--- config.mk ---
export PLATFORM = sky130hd
export DESIGN_NAME = msfas_alu
export DESIGN_NICKNAME = d
export VERILOG_FILES = /design/src/design/msfas_pkg.sv /design/src/design/msfas_alu.sv
export SDC_FILE = /design/constraint.sdc
export NUM_CORES = 1
export LEC_CHECK = 0
export BUFFER_PORTS_ARGS = -buffer_cell sky130_fd_sc_hd__buf_2
export CAP_MARGIN = 20
export CORE_ASPECT_RATIO = 1.4
export CORE_MARGIN = 2
export CORE_UTILIZATION = 45
export DETAILED_ROUTE_END_ITERATION = 16
export GPL_ROUTABILITY_DRIVEN = 1
export GPL_TIMING_DRIVEN = 0
export PLACE_DENSITY = 0.83
export REMOVE_ABC_BUFFERS = 1
export SLEW_MARGIN = 0
export SYNTH_ARGS = -nofsm -noshare
export SYNTH_HDL_FRONTEND = slang
export SYNTH_SLANG_ARGS = --single-unit
--- constraint.sdc ---
create_clock -name vclk -period 12.43
set_clock_uncertainty 0.15 [all_clocks]
set_input_delay 2.486 -clock vclk [all_inputs]
set_output_delay 2.486 -clock vclk [all_outputs]
set_load 0.03 [all_outputs]
--- src/design/msfas_pkg.sv ---
// Shared types, constants and register codes for the frame alignment scheduler.
package msfas_pkg;

  // Default sizes
  localparam int SLOTS_DEF           = 8;
  localparam int BACKLOG_DEPTH_DEF   = 16;
  localparam int FRAMES_PER_CALL_DEF = 8;

  // Field widths
  localparam int PTS_W     = 63;
  localparam int OPTS_W    = 62;
  localparam int CFG_W     = 63;
  localparam int CFG_IDX_W = 3;
  localparam int ALU_W     = 66;

  // Register indexes
  localparam logic [CFG_IDX_W-1:0] REG_WINDOW    = 3'd0;
  localparam logic [CFG_IDX_W-1:0] REG_QUEUE     = 3'd1;
  localparam logic [CFG_IDX_W-1:0] REG_FREEZE    = 3'd2;
  localparam logic [CFG_IDX_W-1:0] REG_MISSING   = 3'd3;
  localparam logic [CFG_IDX_W-1:0] REG_REF_AUTO  = 3'd4;
  localparam logic [CFG_IDX_W-1:0] REG_INTERVAL  = 3'd5;
  localparam logic [CFG_IDX_W-1:0] REG_VISIBLE   = 3'd6;
  localparam logic [CFG_IDX_W-1:0] REG_BUDGET    = 3'd7;

  // Register reset values
  localparam logic [61:0]        WINDOW_RST   = 62'd40000000;
  localparam logic [61:0]        QUEUE_RST    = 62'd500000000;
  localparam logic signed [62:0] FREEZE_RST   = 63'sd10000000000;
  localparam logic [1:0]         MISSING_RST  = 2'd0;
  localparam logic               REF_AUTO_RST = 1'b0;
  localparam logic [29:0]        INTERVAL_RST = 30'd33333333;
  localparam logic [7:0]         VISIBLE_RST  = 8'd1;
  localparam logic [4:0]         BUDGET_RST   = 5'd15;

  // Compensation modes for an empty window
  localparam logic [1:0] MODE_FREEZE      = 2'd0;
  localparam logic [1:0] MODE_BLACK       = 2'd1;
  localparam logic [1:0] MODE_PLACEHOLDER = 2'd2;
  localparam logic [1:0] MODE_SKIP        = 2'd3;

  // Per-slot actions
  localparam logic [2:0] ACT_NEW         = 3'd0;
  localparam logic [2:0] ACT_FREEZE      = 3'd1;
  localparam logic [2:0] ACT_BLACK       = 3'd2;
  localparam logic [2:0] ACT_PLACEHOLDER = 3'd3;
  localparam logic [2:0] ACT_SKIP        = 3'd4;
  localparam logic [2:0] ACT_HIDDEN      = 3'd5;

  localparam logic [OPTS_W-1:0] OPTS_MAX = {OPTS_W{1'b1}};

  // Request to the shared add/compare unit
  typedef struct packed {
    logic             sub;
    logic [ALU_W-1:0] a;
    logic [ALU_W-1:0] b;
    logic [ALU_W-1:0] c;
  } alu_req_t;

  // Compare flags of the sum against operand c
  typedef struct packed {
    logic lt;
    logic le;
    logic gt;
  } alu_flags_t;

  // Sign-extend a timestamp to the unit width
  function automatic logic [ALU_W-1:0] sext_pts(input logic [PTS_W-1:0] v);
    return {{(ALU_W-PTS_W){v[PTS_W-1]}}, v};
  endfunction

endpackage

--- src/design/msfas_alu.sv ---
// Shared signed add/subtract unit with a compare of the result.
module msfas_alu
  import msfas_pkg::*;
(
  input  alu_req_t         req,
  output logic [ALU_W-1:0] sum,
  output alu_flags_t       flags
);

  logic signed [ALU_W-1:0] res;

  // Add or subtract, then compare against the threshold
  always_comb begin
    if (req.sub) begin
      res = $signed(req.a) - $signed(req.b);
    end else begin
      res = $signed(req.a) + $signed(req.b);
    end
    flags.lt = res < $signed(req.c);
    flags.le = res <= $signed(req.c);
    flags.gt = res > $signed(req.c);
  end

  assign sum = res;

endmodule

==> flow_summary.toml <==
[yosys]
yosysWarnings = 0
syn_inst = 994
synth_area_per_cell_sq_um = 6.801
synthesis.area_sq_um = 6760
synthDistinctLibCells = 64
synth-seq-area-share_pct = 0

[hold_path]
hold_path_end = "sum[0]"
hold_depth = 4
hold_class = "in -> out"
min-delay-start = "req[66]"

[clock_network]
cts_setup_buffers = 0
cts_resized = 0
holdBufCountCts = 0

[power_and_ir_drop]
p_int_mw = 0.3091
switching_share_pct = 63.22
peakVddDrop_mv = 0.06684
p_sw_mw = 0.5314
sequentialPowerShare_pct = 0
power.density_nw_per_um2 = 101.6
comb_power_share_pct = 100.0
total_power_mw = 0.8404
p_clk_share_pct = 0
leakage_nw = 4.337

[global_routing]
grt_antenna_before_repair = 1
met2_usage_pct = 51.48
grt_pass1_vias = 7779
grt_usage_pct = 26.01
grt_overflow = 0
met3_usage_pct = 3.102
grt_busiest_layer = "met2"
grt_pass1_wl_mm = 34.86
grtUsageMet1_pct = 27.43
grt_max_degree = 66

[sta]
tightest_slew_ns = 0.6149
min_period_ns = 11.94
fin_crit_sh_pct = 96.02
finalWorstSetupSlack_ns = 0.4942
fmax_ghz = 0.08378
hold_viol = 0
setup_viol = 0
setup_tns_ns = 0
rsz0062_at_grt = "false"
slew_viol_final = 0
relSlewSlack_pct = 58.63

[setup_path]
critPathMaxFanout = 6
critical_path_buf_inv_count = 3
cpPeakStageDelay_ns = 0.51
arrival_ns = 9.30
end_kind = "output port"
crit_slowest_cell = "or4_1"
crit_family = "compound AO/OA/AOI/OAI gates"
cp.required_ns = 9.79
cp-start-kind = "primary input"
critPathKind = "in -> out"

[floorplanning]
die-area_sq_um = 16030
rows = 53
initial_core_util_pct = 45.51
core_area_sq_um = 14850
die_x_microns = 107.6
io_pins = 268
die_height_microns = 149.0

[final_layout]
syn2layout_area_growth_pct = 22.40
mostFrequentLayoutCells = "268 x buf_2, 132 x ha_1, 119 x a21oi_1"
n_antenna_cell = 0
num-nets-final = 1569
final_common_cell = "buf_2"
n_clock_buffer = 0
register_area_sq_um = 0
finalInstanceArea_sq_um = 8274
fillers = 1456
fin_util_pct = 55.70
multi_input_area_sq_um = 6305
nFlopsAndLatches = 0
drive_gt1_share_pct = 24.05

[routing]
avgViaCountPerCell = 5.697
finalWirelength_mm = 22.38
remaining_drc_errors = 0
drtPass1Iterations = 5
drtAntennaViolNets = 0
routedWlPerCell_microns = 15.68
drt_iter0_drc = 308
num_vias = 8130

[status]
status = "completed"

[placement]
globalplace.congestion = 0.9425
place_area_sq_um = 8230
io_buffers = 268
dp_hpwl_mm = 19.74
dp_slack_ns = 0.1698

[flow_run]
maxCapViolCount = 0
-- how the worst max path moves through the flow --
stage / cells after the start / slack, ns / start / end
floorplan: 26 / 1.08 / req[71] / flags[1]
global placement: 27 / 0.24 / req[71] / flags[2]
detailed placement: 27 / 0.17 / req[71] / flags[2]
CTS: 27 / 0.14 / req[71] / flags[2]
global route: 27 / 0.03 / req[82] / flags[1]
finish: 28 / 0.49 / req[82] / flags[2]
-- synthesized netlist by cell type (all sizes together) (4+ instances only) --
cell type | number | share of area [%]
ha | 132 | 24
a21oi | 120 | 8.9
xnor2 | 100 | 13
inv | 98 | 5.4
nor2 | 92 | 5.3
nand2 | 61 | 3.4
a21o | 54 | 6.0
o21ai | 47 | 3.5
nand4 | 34 | 3.1
xor2 | 27 | 3.5
nor3 | 26 | 2.1
clkbuf | 18 | 1.0
nand3 | 18 | 1.3
a31oi | 16 | 1.7
o21bai | 12 | 1.3
or3 | 11 | 1.0
buf | 10 | 0.65
nor2b | 10 | 0.93
o21a | 10 | 1.1
nand2b | 9 | 0.83
nor4 | 9 | 0.83
and3 | 8 | 0.74
and4 | 6 | 0.78
a211oi | 5 | 0.56
a31o | 5 | 0.65
a41oi | 5 | 0.76
or4 | 5 | 0.56
a21boi | 4 | 0.61
and2 | 4 | 0.39
o211ai | 4 | 0.44
o31a | 4 | 0.52
-- routing by layer --
metal	part of all wire [%]	up-vias	wire [microns]
li1	-	4068	-
met1	37	3675	8292
met2	53	310	11800
met3	5.8	75	1309
met4	4.3	2	963
met5	0.058	-	13
-- layout make-up --
class	count	share of cell area (%)
Timing Repair Buffer	269	16.45
Tap cell	192	2.903
Multi-Input combinational cell	868	76.20
Inverter	98	4.446
-- power groups by stage --
stage / sequential, mW / clock (mW) / combinational, mW
after global placement: 0 / 0 / 0.816
final: 0 / 0 / 0.840
after CTS: 0 / 0 / 0.835
after detailed placement: 0 / 0 / 0.830
after global routing: 0 / 0 / 0.918
after floorplan: 0 / 0 / 0.597
-- through the flow --
step | cells | hold WS [ns]
after floorplan | 966 | 5.075
after global routing | 1427 | 5.351
final | 1427 | 5.311
after detailed placement | 1426 | 5.304
after global placement | 1426 | 5.298
after CTS | 1426 | 5.309
-- cells by family after synthesis --
logic type	synth area share, %
adder cells (fa/ha/maj)	24.73
AND/OR/NAND/NOR	22.25
buffers and inverters	7.089
XOR/XNOR	16.56
multiplexers	0.3331
AO/OA/AOI/OAI	29.04
Note: power is estimated with default switching activity, not from simulation.
